[config.mk]
export PLATFORM = sky130hd
export DESIGN_NAME = acat_front
export DESIGN_NICKNAME = d
export VERILOG_FILES = /design/src/design/acat_pkg.sv /design/src/design/acat_front.sv
export SDC_FILE = /design/constraint.sdc
export NUM_CORES = 1
export LEC_CHECK = 0
export BUFFER_PORTS_ARGS = -buffer_cell sky130_fd_sc_hd__buf_2
export CORE_MARGIN = 2
export CORE_UTILIZATION = 55
export DETAILED_ROUTE_END_ITERATION = 10
export GPL_ROUTABILITY_DRIVEN = 0
export PLACE_DENSITY_LB_ADDON = 0.12
export SLEW_MARGIN = 30
export SYNTH_ARGS = -nofsm -noshare
export SYNTH_HDL_FRONTEND = slang
export SYNTH_SLANG_ARGS = --single-unit
[constraint.sdc]
create_clock -name clk -period 7.7 [get_ports clk]
set_input_delay 2.31 -clock clk [delete_from_list [all_inputs] [get_ports clk]]
set_output_delay 2.31 -clock clk [all_outputs]
set_load 0.02 [all_outputs]
[src/design/acat_pkg.sv]
// Shared types and constants for the ARP cache with aging.
package acat_pkg;

  localparam int OP_W      = 2;
  localparam int IP_W      = 32;
  localparam int MAC_W     = 48;
  localparam int STAMP_W   = 32;
  localparam int SLOT_W    = 6;
  localparam int TMO_W     = 16;
  localparam logic [TMO_W-1:0] TMO_RST = 16'd15;

  // Operation codes as they arrive on the opcode port
  typedef enum logic [OP_W-1:0] {
    OP_LOOKUP = 2'd0,
    OP_INSERT = 2'd1,
    OP_TICK   = 2'd2,
    OP_NONE   = 2'd3
  } opcode_t;

  // One queued command word
  typedef struct packed {
    opcode_t          op;
    logic [IP_W-1:0]  ip;
    logic [MAC_W-1:0] mac;
  } cmd_t;

  // One table entry as held in the RAM
  typedef struct packed {
    logic               vld;
    logic [IP_W-1:0]    ip;
    logic [MAC_W-1:0]   mac;
    logic [STAMP_W-1:0] stamp;
  } entry_t;

  // One result word
  typedef struct packed {
    logic              success;
    logic [MAC_W-1:0]  mac;
    logic [SLOT_W-1:0] slot;
  } res_t;

  // Table engine states
  typedef enum logic [1:0] {
    ST_CLEAR,
    ST_IDLE,
    ST_SCAN,
    ST_DONE
  } eng_state_t;

endpackage

[src/design/acat_front.sv]
// Command front end: two-deep queue that takes and decodes incoming words.
module acat_front (
  input  logic                        clk,
  input  logic                        rst,
  input  logic                        push,
  output logic                        full,
  input  logic [acat_pkg::OP_W-1:0]   opcode,
  input  logic [acat_pkg::IP_W-1:0]   ip_address,
  input  logic [acat_pkg::MAC_W-1:0]  mac_address,
  output acat_pkg::cmd_t              cmd,
  output logic                        cmd_valid,
  input  logic                        cmd_take
);
  import acat_pkg::*;

  cmd_t       slots [2];
  logic       wr_ptr;
  logic       rd_ptr;
  logic [1:0] count;
  logic       do_push;
  logic       do_pop;
  cmd_t       cmd_in;

  // decode the incoming word into a command
  always_comb begin
    cmd_in.op  = opcode_t'(opcode);
    cmd_in.ip  = ip_address;
    cmd_in.mac = mac_address;
  end

  assign full      = (count == 2'd2);
  assign cmd_valid = (count != 2'd0);
  assign do_push   = push && !full;
  assign do_pop    = cmd_take && cmd_valid;
  assign cmd       = slots[rd_ptr];

  // queue pointers and fill count
  always_ff @(posedge clk) begin
    if (rst) begin
      wr_ptr <= 1'b0;
      rd_ptr <= 1'b0;
      count  <= 2'd0;
    end else begin
      if (do_push) begin
        wr_ptr <= !wr_ptr;
      end
      if (do_pop) begin
        rd_ptr <= !rd_ptr;
      end
      case ({do_push, do_pop})
        2'b10:   count <= count + 2'd1;
        2'b01:   count <= count - 2'd1;
        default: count <= count;
      endcase
    end
  end

  // queue storage
  always_ff @(posedge clk) begin
    if (do_push) begin
      slots[wr_ptr] <= cmd_in;
    end
  end

endmodule

## Word-level counts from Yosys, hierarchy flattened

Memories as Yosys holds them, arrays and structs flattened. A register that Yosys moved wholly into a read port is not among the register bits.
Index checks and enable logic that the tools add are counted.

- Mux-type cells: 5
- Reductions and logical operators: 7
- Eq/ne operators: 3
- $add $sub $neg: 2

Operators by type and width:

| cell | count |
|---|---|
| 2-bit equality test (second input constant) | 2 |
| 1-bit two-way mux | 4 |
| 2-bit case mux with 2 select lines | 1 |
| 2-bit nonzero test | 2 |
| 1-bit logical NOT | 3 |
| 2-bit by 1-bit adder with 2-bit output (second input constant) | 1 |
| 2-bit by 1-bit equality test with 1-bit output (second input constant) | 1 |
| 1-bit logical AND | 2 |
| 2-bit by 1-bit subtractor with 2-bit output (second input constant) | 1 |

- Memories kept: 1
- Flip-flop bits (word level): 4
- Input bits: 86
- Output and inout bits: 84
- Word-level logic and storage cells: 21
- Bits in writable memories: 164

Memory list:

| name | depth | width | read ports | clocked after Yosys merged registers in | wr ports | line | source |
|---|---|---|---|---|---|---|---|
| slots | 2 | 82 | 1 | 1 | 1 | acat_front.sv:16 | `cmd_t slots [2];` |

## Longest topological paths before layout

- Word-level depth: 5
- Depth in mapped cells: 6
- Mapped depth without buffers: 6

## Worst setup path after synthesis

Ideal clock, no wire load.

- Path kind: in2reg
- From: input push
- To: memory slots[0][0] (netlist name), enable pin
- Setup slack: 2,963 ps
- Stages: 3
- Path buffers: 0
- Library setup time: 436 ps
- Data required time: 7,264 ps
- Data arrival time: 4,301 ps
- Cells stage by stage: inv_1 -> or3_1 -> inv_1

- Word-level cells in the longest chain between the ends: 3

RTL lines:

| element | line | source |
|---|---|---|
| from (decl) | acat_front.sv:5 | `input logic push,` |
| 1-bit logical AND | acat_front.sv:33 | `assign do_push = push && !full;` |
| 1-bit two-way mux | acat_front.sv:60 | `if (do_push) begin` |
| 1-bit two-way mux (implied by the code) | acat_front.sv:61 | `slots[wr_ptr] <= cmd_in;` |
| to (decl) | acat_front.sv:16 |  |

No other way between the ends.

==> results.sh <==
export IMPL_clock_sinks=169
export IMPL_avgViaCountPerCell=5.08
export IMPL_syn_nets=368
export IMPL_ys_flop_type="edfxtp_1"
export IMPL_drive_gt1_share_pct=60.5
export IMPL_final_area_um2=7700
export IMPL_layout_nets=550
export IMPL_dp_cells=584
export IMPL_initial_utilization_pct=56.5
export IMPL_worstPathMaxFanout=46
export IMPL_required_ns=5.39
export IMPL_yosysUniqueCellTypes=18
export IMPL_ctsResizeCount=0
export IMPL_cts_buffer_depth=2
export IMPL_yosysSeqAreaShare_pct=82.1
export IMPL_syn_avg_cell_area_um2=21.8
export IMPL_fmax_mhz=224
export IMPL_synthMostInstantiatedCell="edfxtp_1"
export IMPL_antenna_found_initial=1
export IMPL_cts_made_buffers=17
export IMPL_fp_dieW_um=109
export IMPL_pin_count=170
export IMPL_yosysWarningCount=0
export IMPL_dieArea_um2=12000
export IMPL_wl_met2_um=5400
export IMPL_syn_area_um2=6120
export IMPL_yosys_top_cells_count="edfxtp_1, mux2_2, buf_2, dfxtp_1, nor2_1"
export IMPL_dr_pass1_iters=4
export IMPL_status="complete, no violations"
export IMPL_drtIter0Drc=125
export IMPL_whs_ns=0.502
export IMPL_nFillCells=726
export IMPL_detail_route_antenna_nets=0
export IMPL_overflow=0
export IMPL_skew_ns=0.00708
export IMPL_cts_tree="done"
export IMPL_post_cts_buffers=0
export IMPL_worstMarginPinSlew_ns=0.855
export IMPL_diodes=0
export IMPL_htreeDepth=4
export IMPL_arrival_ns=2.15
export IMPL_rows=38
export IMPL_synth_edff_count=164
export IMPL_synth_area_leader_cell="edfxtp_1"
export IMPL_synth_top_area_share_pct=80.5
export IMPL_setup_viol=0
export IMPL_maxSlewViolCount=0
export IMPL_fin_crit_sh_pct=57.9
export IMPL_grt_pass1_wl_um=15200
export IMPL_clkSlewWorstSetupHoldPaths_ns=0.06
export IMPL_maxSlewHeadroom_pct=43.0
export IMPL_cap_violations=0
export IMPL_irDropWorstVdd_uv=208
export IMPL_wl_um=10500
export IMPL_core_area_um2=10800
export IMPL_root_buffer="clkbuf_8"
export IMPL_die_h_um=109
export IMPL_hpwl_um=6740
export IMPL_crit_type="reg -> out"
export IMPL_clock_latency_ns=0.52
export IMPL_cts_hold_repair_buffers=0
export IMPL_final_cell_count_no_fill=616
export IMPL_grt_use_total_pct=17.6
export IMPL_rsz0062_at_grt="false"
export IMPL_grt_pass1_vias=3098
export IMPL_cp_start_kind="flip-flop"
export IMPL_num_vias=3131
export IMPL_tns_ns=0
export IMPL_placed_area_um2=7140
export IMPL_grt_max_degree=83
export IMPL_met1_length_um=4050
export IMPL_power_leakage_nw=2.89
export IMPL_period_needed_ns=4.46
export IMPL_drc_errors=0
export IMPL_wl_met3_um=1000
export IMPL_worstHoldPathType="reg -> reg"
export IMPL_power_density_nw_per_um2=356
export IMPL_synth_async_sr_flop_share_pct=0
export IMPL_crit_path_end_kind="primary output"
export IMPL_synth_seq_cells=169
export IMPL_port_buffer_count=169
export IMPL_synth_area_leaders="edfxtp_1, mux2_2, dfxtp_1"
export IMPL_dr_max_layer_used="met5"
export IMPL_wl_per_cell_um=17.1
export IMPL_hold_viol_final=0
export IMPL_synthCells=281
export IMPL_synthToLayoutAreaGrowth_pct=25.8
==> sequential cells by signal, indices dropped and copies added (netlist names), named ones only <==
name,cells
slots,164
wr_ptr,1
count,2
rd_ptr,1
==> critical path, stage by stage, from the launching register on <==
cell and delay, ns:
dfxtp_4 0.76, buf_12 0.30, mux2_2 0.37, buf_2 0.16
==> per-layer routing <==
layer | up-vias | global-route usage [%]
met5 | - | 0
li1 | 1476 | -
met2 | 125 | 29.0
met1 | 1518 | 19.8
met4 | 2 | 6.24
met3 | 10 | 9.07
==> cells by family (layout without fill, tap and decap cells) <==
group | Yosys count | count (layout) | synth area share [%]
xor+xnor | 3 | 3 | 0.429
fa+ha+maj | 1 | 1 | 0.204
mux | 82 | 82 | 15.1
buf+inv | 12 | 207 | 0.920
compound gates | 5 | 5 | 0.450
flops | 169 | 169 | 82.1
simple gates | 9 | 9 | 0.797
==> layout make-up <==
| class | instances | area [um^2] | share of cell area (%) |
|---|---|---|---|
| clock buffer | 20 | 425 | 5.53 |
| timing repair buffer | 172 | 885 | 11.5 |
| sequential | 169 | 5030 | 65.3 |
| tap | 140 | 175 | 2.28 |
| clock inverter | 12 | 128 | 1.66 |
| inverter | 3 | 12.5 | 0.163 |
| multi-input combinational | 100 | 1040 | 13.6 |
==> worst paths after layout <==
kind	depth (start not counted)	endpoint	slack (ns)	from
max reg2reg	5	slots[0][70]$_DFFE_PP_	5.30	count[0]$_SDFFE_PP0P_
max	3	cmd[62]	3.24	flip-flop
min reg2reg	2	wr_ptr$_SDFFE_PP0P_	0.50	wr_ptr$_SDFFE_PP0P_
min	2	wr_ptr$_SDFFE_PP0P_	0.50	wr_ptr$_SDFFE_PP0P_
==> placed cells by master (no fill, tap or decap) <==
| master | count |
|---|---|
| buf_2 | 169 |
| edfxtp_1 | 164 |
| mux2_2 | 82 |
| clkbuf_16 | 16 |
| clkinv_2 | 4 |
| dfxtp_1 | 4 |
| nor2_1 | 3 |
| clkinv_4 | 3 |
| clkinvlp_4 | 3 |
| clkbuf_1 | 3 |
| or3_1 | 2 |
| xnor2_1 | 2 |
| o21ai_0 | 2 |
| a21oi_1 | 2 |
| bufinv_16 | 2 |
| o21a_1 | 1 |
| or2_2 | 1 |
| nand2b_2 | 1 |
| inv_2 | 1 |
| and3_4 | 1 |
| nand2_1 | 1 |
| inv_1 | 1 |
| xor2_1 | 1 |
| ha_1 | 1 |
| dfxtp_4 | 1 |
| clkbuf_8 | 1 |
| clkinv_1 | 1 |
| buf_12 | 1 |
| buf_4 | 1 |
| buf_6 | 1 |
==> power breakdown <==
group	switching [mW]	total [mW]	internal, mW	leakage (nW)
clock	0.322	0.782	0.459	0.262
sequential	0.0677	1.23	1.16	1.58
combinational	0.423	0.727	0.303	1.05
==> metrics by stage <==
stage / utilization, % / setup slack, ns / total power, mW
after floorplan: - / 2.96 / 1.75
after global placement: 65.7 / 3.41 / 1.97
after detailed placement: 65.9 / 3.40 / 1.99
after CTS: 71.0 / 3.19 / 2.77
after global routing: 71.0 / 3.11 / 2.86
final: 71.0 / 3.24 / 2.74
Power figures use the tool's default switching activity.
